**src/rtl/icc_pkg.sv**
```systemverilog
// Shared constants for the interlace comb check block.
// Field widths, register indexes, row codes and mask values; no dependencies.
`default_nettype none

package icc_pkg;

    localparam int SAMPLE_BITS_DEFAULT = 16;

    localparam int FIELD_W    = 16;
    localparam int ROW_W      = 3;
    localparam int THR_W      = 17;
    localparam int SIX_T_W    = 19;
    localparam int T_SQ_W     = 32;
    localparam int IN_DATA_W  = 104;   // 99 field bits, padded to 13 bytes
    localparam int OUT_DATA_W = 16;
    localparam int CFG_IDX_W  = 1;

    // Register indexes on the config port
    localparam logic [CFG_IDX_W-1:0] REG_THRESHOLD   = 1'b0;
    localparam logic [CFG_IDX_W-1:0] REG_METRIC_MODE = 1'b1;

    // Metric selection
    localparam logic METRIC_COMB    = 1'b0;
    localparam logic METRIC_PRODUCT = 1'b1;

    // Row position codes
    localparam logic [ROW_W-1:0] ROW_TOP      = 3'd0;
    localparam logic [ROW_W-1:0] ROW_SECOND   = 3'd1;
    localparam logic [ROW_W-1:0] ROW_INTERIOR = 3'd2;
    localparam logic [ROW_W-1:0] ROW_PENULT   = 3'd3;
    localparam logic [ROW_W-1:0] ROW_LAST     = 3'd4;

    // Mask values
    localparam logic [FIELD_W-1:0] MASK_MOVING  = 16'd60;
    localparam logic [FIELD_W-1:0] MASK_DEMOTED = 16'd10;

endpackage

`default_nettype wire

```
**src/rtl/icc_datapath.sv**
```systemverilog
// Combinational comb evaluation for one pixel: edge mirroring, neighbor
// differences, five-tap comb test and the difference product. Uses icc_pkg.
`default_nettype none

module icc_datapath #(
    parameter int SAMPLE_BITS = icc_pkg::SAMPLE_BITS_DEFAULT
) (
    input  wire logic [icc_pkg::ROW_W-1:0]     row_position,
    input  wire logic [SAMPLE_BITS-1:0]        above_two,
    input  wire logic [SAMPLE_BITS-1:0]        above_one,
    input  wire logic [SAMPLE_BITS-1:0]        centre,
    input  wire logic [SAMPLE_BITS-1:0]        below_one,
    input  wire logic [SAMPLE_BITS-1:0]        below_two,
    input  wire logic [icc_pkg::FIELD_W-1:0]   t_mag,
    input  wire logic [icc_pkg::SIX_T_W-1:0]   six_t,
    output logic                               comb_m0,
    output logic signed [2*SAMPLE_BITS+1:0]    prod
);
    import icc_pkg::*;

    localparam int DW = SAMPLE_BITS + 1;
    localparam int CW = ((DW > THR_W) ? DW : THR_W) + 1;
    localparam int SW = SAMPLE_BITS + 4;
    localparam int XW = ((SW > SIX_T_W) ? SW : SIX_T_W) + 1;

    logic [SAMPLE_BITS-1:0] a2, a1, b1, b2;
    logic                   edge_row;
    logic signed [DW-1:0]   d1, d2;
    logic signed [CW-1:0]   d1_x, d2_x, t_x, t_neg;
    logic                   diff_ok;
    logic signed [SW-1:0]   a2_s, a1_s, c_s, b1_s, b2_s, side_sum, sum;
    logic [SW-1:0]          sum_mag;

    // Mirror the neighbors that fall outside the frame
    always_comb
    begin
        a2       = above_two;
        a1       = above_one;
        b1       = below_one;
        b2       = below_two;
        edge_row = 1'b0;
        case (row_position)
            ROW_TOP:
            begin
                a1       = below_one;
                a2       = below_two;
                edge_row = 1'b1;
            end
            ROW_SECOND:
            begin
                a2 = below_two;
            end
            ROW_PENULT:
            begin
                b2 = above_two;
            end
            ROW_LAST:
            begin
                b1       = above_one;
                b2       = above_two;
                edge_row = 1'b1;
            end
            default:
            begin
                edge_row = 1'b0;   // interior and unused codes
            end
        endcase
    end

    assign d1 = $signed({1'b0, centre}) - $signed({1'b0, a1});
    assign d2 = $signed({1'b0, centre}) - $signed({1'b0, b1});

    assign d1_x  = {{(CW-DW){d1[DW-1]}}, d1};
    assign d2_x  = {{(CW-DW){d2[DW-1]}}, d2};
    assign t_x   = $signed({{(CW-FIELD_W){1'b0}}, t_mag});
    assign t_neg = -t_x;

    always_comb
    begin
        if (edge_row)
            diff_ok = (d1_x > t_x) || (d1_x < t_neg);
        else
            diff_ok = ((d1_x > t_x) && (d2_x > t_x)) || ((d1_x < t_neg) && (d2_x < t_neg));
    end

    // Five-tap comb sum: a2 + 4c + b2 - 3(a1 + b1)
    assign a2_s     = $signed({4'b0, a2});
    assign a1_s     = $signed({4'b0, a1});
    assign c_s      = $signed({4'b0, centre});
    assign b1_s     = $signed({4'b0, b1});
    assign b2_s     = $signed({4'b0, b2});
    assign side_sum = a1_s + b1_s;
    assign sum      = a2_s + (c_s <<< 2) + b2_s - side_sum - (side_sum <<< 1);
    assign sum_mag  = sum[SW-1] ? $unsigned(-sum) : $unsigned(sum);

    assign comb_m0 = diff_ok &&
                     ({{(XW-SW){1'b0}}, sum_mag} > {{(XW-SIX_T_W){1'b0}}, six_t});

    assign prod = d1 * d2;

endmodule

`default_nettype wire

```
**src/rtl/interlace_comb_check.sv**
```systemverilog
// Top level of the interlace comb check: stream ports, config registers and
// the three-stage item pipeline. Uses icc_pkg and icc_datapath.
`default_nettype none

// Usage
//   s_axis carries one pixel per item: row code, five vertical samples and the
//   motion-mask value. m_axis returns one mask value per item, in order.
//   A mask of 60 is demoted to 10 unless the pixel looks combed; any other
//   mask, or any mask while the threshold is negative, passes unchanged.
//   Config: cfg_we writes cfg_data to register cfg_index (0 threshold,
//   1 metric mode) at the clock edge; write only while no item is in flight.
//   The squared and scaled threshold settle in the cycle after a write.
//   Path: an accepted item passes through the input register, the product
//   register and the output register before it is shown on m_axis.
//   Throughput: one item per clock while m_axis_tready is high; the 17x17
//   difference product has a stage of its own ahead of the compare.
//   Stall: when m_axis_tready is low the stages fill up and s_axis_tready
//   drops once all three hold items; nothing is dropped or repeated.
//   Reset (rst_n low, asynchronous): pipeline emptied, threshold -1
//   (check off), metric mode 0.
module interlace_comb_check #(
    parameter int SAMPLE_BITS = icc_pkg::SAMPLE_BITS_DEFAULT
) (
    input  wire logic                              clk,
    input  wire logic                              rst_n,
    // Input items
    input  wire logic                              s_axis_tvalid,
    output logic                                   s_axis_tready,
    // [2:0] row_position, [18:3] above_two, [34:19] above_one,
    // [50:35] centre, [66:51] below_one, [82:67] below_two,
    // [98:83] mask_in, [103:99] zero
    input  wire logic [icc_pkg::IN_DATA_W-1:0]     s_axis_tdata,
    // Result items
    output logic                                   m_axis_tvalid,
    input  wire logic                              m_axis_tready,
    // [15:0] mask_out
    output logic [icc_pkg::OUT_DATA_W-1:0]         m_axis_tdata,
    // Config write port
    input  wire logic                              cfg_we,
    input  wire logic [icc_pkg::CFG_IDX_W-1:0]     cfg_index,
    input  wire logic [icc_pkg::THR_W-1:0]         cfg_data
);
    import icc_pkg::*;

    localparam int PW  = 2 * SAMPLE_BITS + 2;
    localparam int PCW = ((PW > T_SQ_W + 1) ? PW : T_SQ_W + 1) + 1;

    // Config registers and values derived from the threshold
    logic [THR_W-1:0]   thr_reg;
    logic               mode_reg;
    logic [SIX_T_W-1:0] six_t_reg, six_t_next;
    logic [T_SQ_W-1:0]  t_sq_reg, t_sq_next;
    logic [FIELD_W-1:0] t_mag;
    logic               check_on;

    // Stage 0: input register
    logic                   v0_reg;
    logic [ROW_W-1:0]       row_reg;
    logic [SAMPLE_BITS-1:0] a2_reg, a1_reg, c_reg, b1_reg, b2_reg;
    logic [FIELD_W-1:0]     mask0_reg;

    // Stage 1: product register
    logic                   v1_reg;
    logic [FIELD_W-1:0]     mask1_reg;
    logic                   pass1_reg, pass1_next;
    logic                   mode1_reg;
    logic                   comb1_reg;
    logic signed [PW-1:0]   prod1_reg;

    // Stage 2: output register
    logic                   v2_reg;
    logic [FIELD_W-1:0]     mask2_reg, mask2_next;

    logic                   rdy0, rdy1, rdy2;
    logic                   comb_m0;
    logic signed [PW-1:0]   prod;
    logic                   combed;

    assign t_mag    = thr_reg[FIELD_W-1:0];
    assign check_on = ~thr_reg[THR_W-1];

    // 6t and t*t for the non-negative threshold; ignored while the check is off
    assign six_t_next = {1'b0, t_mag, 2'b00} + {2'b00, t_mag, 1'b0};
    assign t_sq_next  = t_mag * t_mag;

    always_ff @(posedge clk or negedge rst_n)
    begin
        if (!rst_n)
        begin
            thr_reg   <= {THR_W{1'b1}};
            mode_reg  <= METRIC_COMB;
            six_t_reg <= '0;
            t_sq_reg  <= '0;
        end
        else
        begin
            if (cfg_we && (cfg_index == REG_THRESHOLD))
                thr_reg <= cfg_data;
            if (cfg_we && (cfg_index == REG_METRIC_MODE))
                mode_reg <= cfg_data[0];
            six_t_reg <= six_t_next;
            t_sq_reg  <= t_sq_next;
        end
    end

    // Ready runs back from the output; each stage moves when the next is free
    assign rdy2 = !v2_reg || m_axis_tready;
    assign rdy1 = !v1_reg || rdy2;
    assign rdy0 = !v0_reg || rdy1;
    assign s_axis_tready = rdy0;

    always_ff @(posedge clk or negedge rst_n)
    begin
        if (!rst_n)
        begin
            v0_reg <= 1'b0;
            v1_reg <= 1'b0;
            v2_reg <= 1'b0;
        end
        else
        begin
            if (rdy0)
                v0_reg <= s_axis_tvalid;
            if (rdy1)
                v1_reg <= v0_reg;
            if (rdy2)
                v2_reg <= v1_reg;
        end
    end

    // Stage 0 load: unpack the item, keeping the low SAMPLE_BITS of each sample
    always_ff @(posedge clk)
    begin
        if (s_axis_tvalid && rdy0)
        begin
            row_reg   <= s_axis_tdata[2:0];
            a2_reg    <= s_axis_tdata[3  +: SAMPLE_BITS];
            a1_reg    <= s_axis_tdata[19 +: SAMPLE_BITS];
            c_reg     <= s_axis_tdata[35 +: SAMPLE_BITS];
            b1_reg    <= s_axis_tdata[51 +: SAMPLE_BITS];
            b2_reg    <= s_axis_tdata[67 +: SAMPLE_BITS];
            mask0_reg <= s_axis_tdata[98:83];
        end
    end

    icc_datapath #(
        .SAMPLE_BITS (SAMPLE_BITS)
    ) u_datapath (
        .row_position (row_reg),
        .above_two    (a2_reg),
        .above_one    (a1_reg),
        .centre       (c_reg),
        .below_one    (b1_reg),
        .below_two    (b2_reg),
        .t_mag        (t_mag),
        .six_t        (six_t_reg),
        .comb_m0      (comb_m0),
        .prod         (prod)
    );

    // Mask goes through untouched unless it is "moving" and the check is on
    assign pass1_next = !check_on || (mask0_reg != MASK_MOVING);

    always_ff @(posedge clk)
    begin
        if (v0_reg && rdy1)
        begin
            mask1_reg <= mask0_reg;
            pass1_reg <= pass1_next;
            mode1_reg <= mode_reg;
            comb1_reg <= comb_m0;
            prod1_reg <= prod;
        end
    end

    // Stage 2: product compare and final mask choice
    always_comb
    begin
        if (mode1_reg == METRIC_PRODUCT)
            combed = $signed({{(PCW-PW){prod1_reg[PW-1]}}, prod1_reg})
                     > $signed({{(PCW-T_SQ_W){1'b0}}, t_sq_reg});
        else
            combed = comb1_reg;
        if (pass1_reg || combed)
            mask2_next = mask1_reg;
        else
            mask2_next = MASK_DEMOTED;
    end

    always_ff @(posedge clk)
    begin
        if (v1_reg && rdy2)
            mask2_reg <= mask2_next;
    end

    assign m_axis_tvalid = v2_reg;
    assign m_axis_tdata  = mask2_reg;

endmodule

`default_nettype wire

```
**config.mk**
```make
export PLATFORM = sky130hd
export DESIGN_NAME = interlace_comb_check
export DESIGN_NICKNAME = d
export VERILOG_FILES = /design/src/rtl/icc_pkg.sv /design/src/rtl/icc_datapath.sv /design/src/rtl/interlace_comb_check.sv
export SDC_FILE = /design/constraint.sdc
export NUM_CORES = 2
export LEC_CHECK = 0
export ABC_AREA = 1
export BUFFER_PORTS_ARGS = -buffer_cell sky130_fd_sc_hd__buf_2
export CORE_ASPECT_RATIO = 1.4
export CORE_MARGIN = 8
export CORE_UTILIZATION = 23
export DETAILED_ROUTE_END_ITERATION = 8
export GPL_TIMING_DRIVEN = 0
export PLACE_DENSITY = 0.46
export SKIP_LAST_GASP = 1
export SYNTH_ARGS = -nofsm -noshare
export SYNTH_HDL_FRONTEND = slang
export SYNTH_SLANG_ARGS = --single-unit
```
**constraint.sdc**
```tcl
create_clock -name clk -period 8.3 [get_ports clk]
set_clock_uncertainty 0.05 [all_clocks]
set_input_delay 1.245 -clock clk [delete_from_list [all_inputs] [get_ports clk]]
set_output_delay 1.245 -clock clk [all_outputs]
set_load 0.005 [all_outputs]
```
==> results <==
- After routing, the total negative slack on setup checks comes to 0 ps.
- In this run the standard cell core region covers 154,900 um^2.
- The via count of the first global-routing pass is 29,980.
- In the synthesized netlist, the number of instances is 4,229.
- The cell at the root of the clock tree is sky130_fd_sc_hd__clkbuf_16.
- The final period utilization is 96.72%.
- Counting the fill cells in the layout gives 16,860.
- STA classifies the critical path endpoint as a register.
- The biggest fanout along the worst timing path is 7.
- For this run, the register share of the synthesized area comes to 18.94%.
- The final worst setup slack is 272.1 ps.
- Yosys printed 0 warnings.
- The number of nets in the synthesized netlist is 5,271.
- Entering global routing, the biggest net connects 75 pins.
- Together, buffers and inverters on the worst path number 9.
- The clock reaches the later pin of the worst-skew pair after 620 ps.
- The y dimension of the die is 483.2 um.
- The first TritonRoute pass finished after 7 iterations.
- The highest attainable clock frequency is 124.6 MHz.
- The fraction of layout cells with a size suffix above 1 is 11.93%.
- Summed over all nets, the half-perimeter wirelength after detailed placement is 94,720 um.
- Subtracting the final worst setup slack from the clock period gives 8028 ps.
- Measured along the x axis, the die boundary spans 349.7 um.
- The first global-routing pass estimated 171,500 um of wire.
- Clock-pin slew was measured on the worst setup and hold paths at 60 ps.
- 145 I/O pins were placed.
- The startpoint of the worst hold path is mask0_reg[2].
- The tool flagged a number of max-cap violations equal to 0.
- Grouping stages by cell kind, the critical path spends the most delay in adder cells.
- After the last flow step, the layout net total stands at 5,513.
- TritonCTS built the clock tree.
- For this configuration, the core starts out at a cell density of 23.15%.
- The arrival time of the worst setup path is 8340 ps.
- The slew at the pin with the worst max-slew slack is 1077 ps.
- Relative to the synthesized area, the layout overhead comes to 17.13%.
- The leftover overflow at the end of global routing is 0.
- For this run, the slowest stage of the critical path takes 600 ps.
- After clock tree synthesis, the flow added hold-fix buffers numbering 0.
- The routed design has 112,000 um of wire.
- The largest individual stage delay along the critical path comes from the cell sky130_fd_sc_hd__fa_1.
- At the placement stage, the worst setup path has a slack of -1851 ps.
- The area of the die is 169,000 um^2.
- STA puts the critical path data required time at 8620 ps.
- The number of antenna diodes in the final layout is 0.
- The launch instance of the worst register-to-register path is row_reg[2].
- The synthesized design contains 168 enable-type register cells.
- Once detail routing completed, the nets flagged for antenna violations numbered 0.
- CTS built an H-tree with a depth of 1.
- The mean number of vias per cell is 4.251.
- After detailed routing, the number of remaining DRC violations is 0.
- The path class of the tightest hold or removal check is register to register.
- The total count of max-transition violations in the final report was 0.
- The wire length per cell is 17.05 um.
- The floorplan has 171 rows.
- The via total after detailed routing is 27,920.
- The worst setup path is launched from a register.
- The setup path with the least slack is of type register to register.
- The number of buffers created by CTS is 30.
- The flow ran to the end, and the final reports show no timing, DRC or antenna violations.
- The fraction of synthesis flops using an asynchronous set or reset pin is 29.11%.
- For this run, the leading register cell type out of synthesis is sky130_fd_sc_hd__edfxtp_1.
- In this run the mean area of a mapped cell was 8.479 um^2.
- The cell area that synthesis handed to floorplanning was 35,860 um^2.
- The first routing iteration left 1,262 violations.
- The global routing usage summed across all routing layers is 13.04%.
- Setup violations remaining at the end of the flow were counted as 0.
- The number of antenna violations at the first check in global routing is 0.
- The clock passes through at most 3 buffers.
- The tightest slew margin relative to the limit is 28.17%.
- The number of storage elements in the synthesis netlist is 237.
- The count of final hold-check violations is 0.
- The count of buffers inserted at the top-level ports is 139.
- At the end of routability-driven placement, the weighted congestion stood at 0.8985.
- The clock sink count is 237.
- Yosys mapped the design onto 60 distinct sky130hd cell types.
- The critical path startpoint is row_reg[2].
- The number of flip-flops in the largest register is 34.
Yosys cell counts (all sizes together) (2+ instances only):
cell type | instances | area [um^2]
inv | 1039 | 3900
nand2 | 807 | 3062
fa | 495 | 9910
ha | 420 | 5255
nor2 | 313 | 1205
a21oi | 220 | 1101
edfxtp | 168 | 5045
o21ai | 164 | 839.6
nand3 | 125 | 665.6
xor2 | 112 | 1067
xnor2 | 56 | 531.8
dfrtp | 52 | 1301
clkbuf | 40 | 150.1
nand4 | 37 | 231.5
nor3 | 32 | 165.2
buf | 25 | 162.7
a21o | 18 | 135.1
dfstp | 17 | 446.7
o21bai | 13 | 97.59
nor4 | 12 | 75.07
a21boi | 8 | 71.32
o211ai | 8 | 75.08
nand3b | 6 | 45.04
o21a | 6 | 45.04
or2 | 6 | 37.54
a211oi | 4 | 30.03
a31oi | 4 | 25.02
o2111ai | 4 | 35.03
a221oi | 3 | 26.28
clkinv | 2 | 7.510
o221ai | 2 | 17.52
o31ai | 2 | 15.01
path summary, 6_finish.rpt:
| check | slack, ps | to | cells after the start |
|---|---|---|---|
| worst max register to register | 270 | prod1_reg[33] | 42 |
| worst min register to register | 400 | mask1_reg[2] | 0 |
| worst max-delay path | 270 | prod1_reg[33] | 42 |
| min in group asynchronous | 530 | six_t_reg[3] | 1 |
| worst min-delay path | 400 | mask1_reg[2] | 0 |
| max in group asynchronous | 7040 | thr_reg[16] | 2 |
final cells by class:
class / instances / area (um^2) / share of cell area (%)
buffer: 65 / 454.2 / 1.081
clock buffer: 37 / 787.0 / 1.874
clock inverter: 17 / 240.2 / 0.5720
inverter: 1041 / 3969 / 9.450
multi-input combinational: 2886 / 25840 / 61.54
sequential: 237 / 6793 / 16.17
tap: 2076 / 2597 / 6.185
timing repair buffer: 210 / 1313 / 3.125
what timing repair did:
item | in CTS | in global routing
endpoints found under the setup margin | 23 | 19
pin swaps | 17 | 37
buffers inserted | 32 | 35
resized for setup | 165 | 131
cloned | 1 | 0
metrics by stage:
stage / utilization, % / cell area, um^2 / hold WS, ps / instances
after CTS: 26.59 / 41190 / 403.0 / 6534
after global routing: 27.11 / 42000 / 413.9 / 6569
final: 27.11 / 42000 / 401.5 / 6569
after floorplan: - / 35860 / 375.7 / 4229
after detailed placement: 25.33 / 39230 / 384.0 / 6447
after global placement: 25.27 / 39150 / 380.1 / 6444
cell usage in the layout, fill, tap and decap left out, types with 6 or more instances in the layout:
cell                            n
sky130_fd_sc_hd__o21ai_2       17
sky130_fd_sc_hd__ha_4          24
sky130_fd_sc_hd__nand3_1      110
sky130_fd_sc_hd__clkbuf_16     30
sky130_fd_sc_hd__fa_1         490
sky130_fd_sc_hd__dfstp_2       17
sky130_fd_sc_hd__o21ai_0      127
sky130_fd_sc_hd__xor2_4         9
sky130_fd_sc_hd__nand3b_1       6
sky130_fd_sc_hd__a21o_1        18
sky130_fd_sc_hd__buf_12         6
sky130_fd_sc_hd__a21oi_1      199
sky130_fd_sc_hd__inv_1       1002
sky130_fd_sc_hd__buf_4         75
sky130_fd_sc_hd__inv_2         24
sky130_fd_sc_hd__nor2_1       296
sky130_fd_sc_hd__nand3_2       14
sky130_fd_sc_hd__xnor2_1       51
sky130_fd_sc_hd__a21oi_2       18
sky130_fd_sc_hd__nor3_1        28
sky130_fd_sc_hd__buf_6         14
sky130_fd_sc_hd__xor2_1        95
sky130_fd_sc_hd__buf_2        139
sky130_fd_sc_hd__xor2_2         8
sky130_fd_sc_hd__o21a_1         6
sky130_fd_sc_hd__nand2_2       28
sky130_fd_sc_hd__nor2_2        13
sky130_fd_sc_hd__o21bai_1      13
sky130_fd_sc_hd__ha_1         393
sky130_fd_sc_hd__o21ai_1       16
sky130_fd_sc_hd__clkinvlp_4     7
sky130_fd_sc_hd__nand2_4       11
sky130_fd_sc_hd__nor4_1         7
sky130_fd_sc_hd__edfxtp_1     168
sky130_fd_sc_hd__clkbuf_1      38
sky130_fd_sc_hd__nand2_1      768
sky130_fd_sc_hd__dfrtp_1       52
sky130_fd_sc_hd__nand4_1       37
logic make-up after synthesis:
logic type      synth area share (%)
simple gates                   15.36
flops                          18.94
mux                          0.03140
fa+ha+maj                      42.29
buf+inv                        11.77
xor+xnor                       4.460
compound gates                 7.146
worst register-to-register path, delay by kind of cell, from the launching register on:
family,cells,cell delay [ps]
AO/OA/AOI/OAI,6,780
XOR/XNOR,1,150
adder cells (fa/ha/maj),9,4030
buffers and inverters,9,660
flip-flops,1,450
AND/OR/NAND/NOR,17,1710
routing by layer:
metal,track usage [%],vias to the layer above,part of all wire [%]
met4,4.951,0,4.4
met3,1.447,178,3.5
li1,-,13510,-
met2,24.52,598,52
met1,14.94,13640,40
met5,0,-,0
Power is left out: the tool's default activity adds up to more than one toggle a clock period on the data nets, which glitch-free logic cannot reach.
